--- src/ermm_pkg.sv ---
// Package for the running min/max/mean statistics engine.
// Holds the beat types, the op codes, the divider width and the controller states; no dependencies.
`timescale 1ns / 1ps
package ermm_pkg;

  localparam int DIV_W = 48;
  localparam logic [15:0] PASS_LIMIT = 16'hFFFF;
  localparam logic OP_SAMPLE = 1'b0;
  localparam logic OP_CLEAR  = 1'b1;

  typedef struct packed {
    logic               op;
    logic [2:0]         layer;
    logic [9:0]         element;
    logic signed [15:0] value;
    logic               first_sample;
    logic               last_sample;
  } ermm_in_t;

  typedef struct packed {
    logic [2:0]         out_layer;
    logic [9:0]         out_element;
    logic signed [15:0] overall_max;
    logic signed [15:0] overall_min;
    logic signed [31:0] running_mean;
    logic [15:0]        pass_count;
  } ermm_out_t;

  typedef enum logic [2:0] {
    ST_CLEAR,
    ST_IDLE,
    ST_READ,
    ST_DIV_MEAN,
    ST_DIV_UPD,
    ST_COMMIT,
    ST_EMIT
  } ermm_state_t;

endpackage

--- src/ermm_div.sv ---
// Bit-serial signed divider, truncating toward zero, one quotient bit per cycle.
// Depends on ermm_pkg for the dividend width.
`timescale 1ns / 1ps
module ermm_div (
  input  logic                               clk,
  input  logic                               rst,
  input  logic                               start,
  input  logic signed [ermm_pkg::DIV_W-1:0]  dividend,
  input  logic [15:0]                        divisor,
  output logic                               done,
  output logic signed [ermm_pkg::DIV_W-1:0]  quotient
);
  import ermm_pkg::*;

  localparam int CNT_W = $clog2(DIV_W);

  logic [DIV_W-1:0] q;
  logic [15:0]      rem;
  logic [15:0]      dvs;
  logic [CNT_W-1:0] cnt;
  logic             busy;
  logic             neg;
  logic [16:0]      rem_sh;
  logic             ge;
  logic [16:0]      rem_next;

  assign rem_sh   = {rem, q[DIV_W-1]};
  assign ge       = rem_sh >= {1'b0, dvs};
  assign rem_next = ge ? (rem_sh - {1'b0, dvs}) : rem_sh;
  assign quotient = neg ? -$signed(q) : $signed(q);

  always_ff @(posedge clk) begin
    if (rst) begin
      busy <= 1'b0;
      done <= 1'b0;
    end else begin
      done <= 1'b0;
      if (start) begin
        busy <= 1'b1;
      end else if (busy && cnt == CNT_W'(DIV_W - 1)) begin
        busy <= 1'b0;
        done <= 1'b1;
      end
    end
  end

  always_ff @(posedge clk) begin
    if (start) begin
      q   <= dividend[DIV_W-1] ? DIV_W'(-dividend) : DIV_W'(dividend);
      neg <= dividend[DIV_W-1];
      rem <= '0;
      dvs <= divisor;
      cnt <= '0;
    end else if (busy) begin
      q   <= {q[DIV_W-2:0], ge};
      rem <= rem_next[15:0];
      cnt <= cnt + 1'b1;
    end
  end

endmodule

--- config.mk ---
export PLATFORM = sky130hd
export DESIGN_NAME = ermm_div
export DESIGN_NICKNAME = d
export VERILOG_FILES = /design/src/ermm_pkg.sv /design/src/ermm_div.sv
export SDC_FILE = /design/constraint.sdc
export NUM_CORES = 1
export LEC_CHECK = 0
export BUFFER_PORTS_ARGS = -buffer_cell sky130_fd_sc_hd__buf_2
export CAP_MARGIN = 40
export CORE_MARGIN = 4
export CORE_UTILIZATION = 61
export DETAILED_ROUTE_END_ITERATION = 8
export GPL_TIMING_DRIVEN = 0
export PLACE_DENSITY = 0.92
export REMOVE_ABC_BUFFERS = 1
export SYNTH_ARGS = -nofsm -noshare
export SYNTH_HDL_FRONTEND = slang
export SYNTH_SLANG_ARGS = --single-unit
--- constraint.sdc ---
create_clock -name clk -period 6.1 [get_ports clk]
set_input_delay 0.305 -clock clk [delete_from_list [all_inputs] [get_ports clk]]
set_output_delay 0.305 -clock clk [all_outputs]
set_load 0.05 [all_outputs]
After elaboration in Yosys (flattened, before gate mapping)

Cells that the tools add are included.

Flip-flop bits (word level): 89
ROM bits: 0
Memories kept: 0
Memory bits (writable): 0
Bits in latches: 0

$add $sub $neg: 4
Reduce and logical (&&, ||, !) cells: 4
Div/mod/pow operators: 0
Multiply operators: 0
$lt $le $gt $ge: 1
Bitwise operators: 0
Shifts and indexed selects: 0
Equal/unequal tests: 1
Muxes and demuxes: 8

Operators with widths:

| cell                                         | number |
|---|---|
| two-way mux 48 bit                           | 4 |
| negator 48 bit                               | 2 |
| >= comparator 17 x 16 -> 1 bit               | 1 |
| two-way mux 16 bit                           | 1 |
| subtractor 16 bit                            | 1 |
| adder 6 x 1 -> 6 bit (second input constant) | 1 |
| equality test 6 bit (second input constant)  | 1 |
| nonzero test 2 bit                           | 2 |
| two-way mux 1 bit                            | 3 |
| OR reduction 2 bit                           | 1 |
| logical AND 1 bit                            | 1 |

Longest topological paths before layout

Gate-level depths: netlist of run 1.

Depth after elaboration: 4
Depth in mapped cells: 10

Worst setup path after synthesis of run 1

No wires, ideal clock.

Kind: register to output
Start: register q[36]
End: output port quotient[47] in the netlist's numbering
Data required time: 5795 ps
Cell stages (with the launch flop): 7
Data arrival time: 2907 ps
Path slack: 2888 ps
Path through: edfxtp_1 or4_4 or4_4 or4_4 or3_4 o31ai_4 xnor2_1

Word-level cells in the longest chain between the ends: 2

Ends and longest elaborated chain:

| what                     | line           | text |
|---|---|---|
| start: declaration       | ermm_div.sv:17 | `logic [DIV_W-1:0] q;` |
| start signal: assignment | ermm_div.sv:49 | `q <= dividend[DIV_W-1] ? DIV_W'(-dividend) : DIV_W'(dividend);` |
| start signal: assignment | ermm_div.sv:55 | `q <= {q[DIV_W-2:0], ge};` |
| negator 48 bit           | ermm_div.sv:30 | `assign quotient = neg ? -$signed(q) : $signed(q);` |
| two-way mux 48 bit       | ermm_div.sv:30 |  |
| end: declaration         | ermm_div.sv:11 | `output logic signed [ermm_pkg::DIV_W-1:0] quotient` |

No other way between the ends.

Worst setup path after layout of run 1

Start: register q[5]
End: output port quotient[45] in the netlist's numbering

The elaborated chain is that of the path after synthesis.

==> impl_metrics.json, run 1 <==
{
  "cts_max_level": 3,
  "antenna_found_initial": 0,
  "ios": 116,
  "syn_area_per_cell_um2": 9.25,
  "crit_required_ps": 5790,
  "slowest_delay_ps": 670,
  "ctsResizeCount": 0,
  "dpl_cell_area_mm2": 0.00696,
  "grt.overflow.total": 0,
  "grt_first_pass_wirelength_um": 24400,
  "max_freq_ghz": 0.241,
  "fin_crit_ps": 4150,
  "dpl.hpwl_um": 11200,
  "p_sw_uw": 706,
  "reg2reg_to": "rem[5]",
  "vias": 5563,
  "root_buffer": "clkbuf_8",
  "ir_drop_mv": 0.215,
  "drive_above_1_share_pct": 19.4,
  "finalHoldViolCount": 0,
  "viasPerCell": 6.11,
  "design.die.area_mm2": 0.0119,
  "arrival_ps": 3840,
  "drt_pass1_iterations": 5,
  "clockBufferDepth": 2,
  "setup_viol": 0,
  "path_class": "reg2out",
  "drt_iter0_markers": 342,
  "p_leak_nw": 2.71,
  "synthFlopType": "edfxtp_1",
  "finalSetupTns_ps": 0,
  "yosysMostFrequentCell": "nor2_1",
  "gp_congestion": 0.892,
  "hold_start": "divisor[14]",
  "die_h_um": 109,
  "crit_path_end_kind": "output port",
  "cts_sinks": 89,
  "yosys_warnings": 0,
  "insertion_delay_ps": 380,
  "worstHoldPathCells": 1,
  "yosysSeqAreaShare_pct": 39.0,
  "synth_top_area_cell": "edfxtp_1",
  "synthTopCellsByArea": "edfxtp_1 31%, xnor2_1 7.9%, dfxtp_1 7.7%",
  "rows": 36,
  "cts_setup_buffers": 0,
  "pwr-share-comb_pct": 34.5,
  "status": "finished clean",
  "die_w_um": 109,
  "synthArstFlopShare_pct": 0,
  "pwr-share-seq_pct": 43.2,
  "fin_crit_sh_pct": 68.0,
  "rsz0062_at_grt": "false",
  "start_util_pct": 63.3,
  "max_slew_margin_pct": 45.2,
  "p_per_area_mw_per_mm2": 252,
  "drv_slew": 0,
  "fin_skew_ps": 13.6,
  "crit_family": "simple AND/OR/NAND/NOR gates",
  "antenna_left": 0,
  "synth_cell_types": 54,
  "wirelength_um": 15000,
  "crit_buf_inv": 1,
  "cts_tree": "yes",
  "wl_per_cell_um": 16.4,
  "worstMarginPinSlew_ps": 822,
  "hold_buffers": 0,
  "worst_slack_ps": 1950,
  "p_int_mw": 1.10,
  "synth_common_cells": "75 x nor2_1, 65 x edfxtp_1, 56 x xnor2_1, 55 x a21oi_1, 51 x xor2_1",
  "grt_max_degree": 70,
  "switching_share_pct": 39.2,
  "finalInstanceArea_mm2": 0.00715,
  "reg2regPathDepth": 9,
  "final_nets": 860,
  "critPathMaxFanout": 7,
  "area_growth_pct": 14.6,
  "drc": 0,
  "pre_cts_slack_ps": 2370,
  "ys_ff_latch": 89,
  "start_kind": "flip-flop",
  "grt_use_total_pct": 25.7,
  "syn_area_mm2": 0.00624,
  "regToRegSetupSlack_ps": 3420,
  "p_clk_share_pct": 22.4,
  "worstPathCellList": "or3_4, nor4_4, nor4b_2, nand2_1, or4_1, o31ai_1, xnor2_1, buf_2",
  "reg2reg_from": "dvs[1]",
  "core_mm2": 0.00986,
  "port_buffers": 115,
  "cts_made_buffers": 9,
  "diodes": 0,
  "yosysTopAreaCellShare_pct": 31.3,
  "whs_endpoint": "dvs[14]",
  "synth_edf_count": 65,
  "hold_path_class": "in2reg",
  "whs_ps": 96.8,
  "postSynthCellCount": 675,
  "drv_cap": 0,
  "critPathSlowestCell": "or4_1",
  "path_clk_slew_ps": 90,
  "grt_pass1_vias": 5456
}
-- how the worst max path moves through the flow --
stage,start,slack [ps],depth (start not counted),to
2_1_floorplan,q[36],2890,6,quotient[47]
3_3_place_gp,start,1880,3,q[11]
4_1_cts,q[5],1960,8,quotient[45]
6_report,q[5],1950,8,quotient[45]
3_5_place_dp,q[5],2370,8,quotient[45]
5_1_grt,q[5],1760,8,quotient[45]
-- registers in the layout (all words and copies together), names as in the netlist --
| signal | flops |
|---|---|
| cnt | 6 |
| rem | 16 |
| dvs | 16 |
| busy | 1 |
| q | 48 |
| neg | 1 |
| done | 1 |
-- per-stage QoR --
stage               power [mW]  util, %  instances
CTS                       1.81     72.5        911
detailed placement        1.41     70.5        895
floorplan                 1.23        -        642
finish                    1.80     72.5        911
global placement          1.38     69.5        890
global route              1.89     72.5        911
-- cells in the final DEF, fill, tap and decap left out, types with 4 or more instances in the layout --
cell type and instances:
a211oi_1 11, a21o_1 4, a21oi_1 55, a32oi_1 4
buf_2 114, clkbuf_8 10, dfxtp_1 24, edfxtp_1 65
ha_1 19, inv_1 24, mux2i_1 9, nand2_1 35
nand2b_1 13, nand3_1 8, nand4_1 6, nor2_1 75
nor2b_1 4, nor3_1 9, nor3b_1 6, nor4_1 5
o21ai_0 42, o31ai_1 35, o41ai_1 13, or3_1 18
or4_1 7, xnor2_1 56, xor2_1 51
-- power by group through the flow --
stage	Sequential (mW)	Combinational, mW	Clock (mW)
2_1_floorplan	0.781	0.449	0
6_report	0.779	0.622	0.403
4_1_cts	0.778	0.621	0.411
3_3_place_gp	0.793	0.589	0
3_5_place_dp	0.791	0.617	0
5_1_grt	0.787	0.666	0.434
-- layer usage --
metal | GRT usage, % | share of wire (%) | up-vias
met3 | 7.10 | 7.8 | 26
met1 | 30.1 | 39 | 2636
met5 | 0 | 0 | -
met2 | 45.2 | 51 | 224
met4 | 8.39 | 1.7 | 0
li1 | - | - | 2677
-- cell type report --
type	count	area, µm²
Clock inverter	3	23.8
Clock buffer	13	170
Sequential cell	89	2430
Inverter	25	93.8
Fill cell	714	2710
Timing Repair Buffer	120	676
Tap cell	133	166
Multi-Input combinational cell	528	3590
-- cells by family after synthesis --
kind of cell / share of synthesized area, %
AO/OA/AOI/OAI: 19.7
buffers and inverters: 3.59
XOR/XNOR: 15.0
multiplexers: 1.62
flip-flops: 39.0
AND/OR/NAND/NOR: 17.0
adder cells (fa/ha/maj): 4.13
Note: power is estimated with default switching activity, not from simulation.
==> inputs of run 2 (changes only) <==
- CORE_UTILIZATION: 61 -> 57
- PLACE_DENSITY: 0.92 -> 0.88
- clock period: 6.1 -> 3.9 ns (I/O delays scaled with it)
==> impl_metrics.json, run 2 (synthesis results as in run 1) <==
{
  "cts_made_buffers": 9,
  "ios": 116,
  "drt_iter0_markers": 365,
  "met2_length_um": 8150,
  "area_growth_pct": 17.2,
  "setup_viol": 0,
  "reg2reg_from": "dvs[1]",
  "regToRegSetupSlack_ps": 1210,
  "drive_above_1_share_pct": 19.5,
  "reg2regPathDepth": 9,
  "largest_reg_flops": 48,
  "met3_length_um": 919,
  "vias": 5632,
  "grt_pass1_vias": 5567,
  "wl_per_cell_um": 16.9,
  "arrival_ps": 3450,
  "status": "finished clean",
  "m1WireLength_um": 6360,
  "drv_cap": 0,
  "final_nets": 877,
  "rsz0062_at_grt": "false",
  "antenna_found_initial": 0,
  "top_layer": "met4",
  "final_common_cell": "buf_2",
  "drt_pass1_iterations": 5,
  "finalInstanceArea_mm2": 0.00732,
  "wirelength_um": 15700,
  "max_freq_ghz": 0.274,
  "port_buffers": 115,
  "insertion_delay_ps": 370,
  "antenna_left": 0,
  "start_kind": "flip-flop",
  "drc": 0,
  "drv_slew": 0,
  "root_buffer": "clkbuf_8",
  "path_clk_slew_ps": 90,
  "p_per_area_mw_per_mm2": 380,
  "critPathMaxFanout": 7,
  "grt_max_degree": 103,
  "die_h_um": 113,
  "viasPerCell": 6.05,
  "fin_total_pwr_mw": 2.78,
  "start_util_pct": 59.4,
  "grt_first_pass_wirelength_um": 26100,
  "dpl_cell_area_mm2": 0.00698,
  "startpoint": "q[5]",
  "path_class": "reg2out",
  "regMostFlops": "q",
  "reg2reg_to": "rem[7]",
  "final_cell_mix": "114 x buf_2, 75 x nor2_1, 65 x edfxtp_1, 56 x xnor2_1, 55 x a21oi_1",
  "fin_skew_ps": 17.0,
  "setup.worst_path.end": "quotient[45]",
  "reg.largest.list": "q: 48 flops, dvs: 16 flops, rem: 16 flops",
  "rows": 37,
  "dpl.hpwl_um": 11300,
  "design.die.area_mm2": 0.0127,
  "fillCellCount": 776,
  "worstMarginPinSlew_ps": 807,
  "crit_path_end_kind": "output port",
  "core_mm2": 0.0105,
  "cts_max_level": 3,
  "max_slew_margin_pct": 46.2,
  "ir_drop_mv": 0.267,
  "die_w_um": 113,
  "fin_crit_ps": 3650,
  "clockBufferDepth": 2,
  "diodes": 0,
  "gp_congestion": 0.860,
  "finalHoldViolCount": 0,
  "grt.overflow.total": 0,
  "grt_use_total_pct": 24.8,
  "hold_path_class": "in2reg",
  "crit_required_ps": 3700,
  "fin_crit_sh_pct": 93.6,
  "p_leak_nw": 2.79,
  "cts_sinks": 89,
  "cts_tree": "yes"
}
==> run 2: through the flow <==
stage / TNS (ps) / hold slack [ps] / instances / setup slack, ps / utilization [%]
final: 0 / 18.9 / 931 / 251 / 69.6
after floorplan: 0 / 264 / 642 / 798 / -
after CTS: 0 / 4.19 / 931 / 73.1 / 69.5
after global placement: -14920 / 373 / 893 / -312 / 65.2
after detailed placement: 0 / 373 / 899 / 386 / 66.4
after global routing: 0 / 4.18 / 931 / 37.8 / 69.6
==> run 2: worst max-delay path, stage by stage, from the launching register on <==
cell      delay (ps)
edfxtp_1         460
or3_4            440
nor4_4           250
nor4b_4          370
nand2_1          210
or4_4            540
o31ai_1          310
xnor2_1          190
buf_2            300
==> run 2: per-layer routing <==
layer | vias to the layer above | GRT usage [%]
met4 | 0 | 7.29
met1 | 2717 | 29.5
met5 | - | 0
met2 | 179 | 45.0
met3 | 24 | 4.69
li1 | 2712 | -
==> run 2: how the worst min path moves through the flow <==
stage / end / slack, ps / from / cells after the start
6_report: dvs[3] / 20 / divisor[3] / 1
5_1_grt: dvs[3] / 4 / divisor[3] / 1
4_1_cts: dvs[3] / 4 / divisor[3] / 1
3_5_place_dp: dvs[9] / 370 / divisor[9] / 1
3_3_place_gp: dvs[15] / 370 / divisor[15] / 1
2_1_floorplan: cnt[5] / 260 / start / 1
==> run 2: final cells by class <==
cell class	count	area, µm²	area share, %
Multi-Input combinational cell	528	3610	49.3
Tap cell	136	170	2.33
Timing Repair Buffer	137	851	11.6
Clock inverter	7	37.5	0.513
Clock buffer	9	124	1.69
Inverter	25	93.8	1.28
Sequential cell	89	2430	33.2
==> run 2: repair_timing <==
item	CTS	global route
gates resized for setup	1	2
pin swaps	0	0
hold buffers	16	0
setup buffers	0	0
endpoints found under the hold margin	16	0
endpoints found under the setup margin	1	6
==> run 2: where the power goes <==
| group | total, mW | leakage, nW | internal, mW | switching (mW) |
|---|---|---|---|---|
| Combinational | 0.995 | 1.86 | 0.319 | 0.676 |
| Clock | 0.564 | 0.0899 | 0.225 | 0.339 |
| Sequential | 1.22 | 0.834 | 1.12 | 0.0981 |
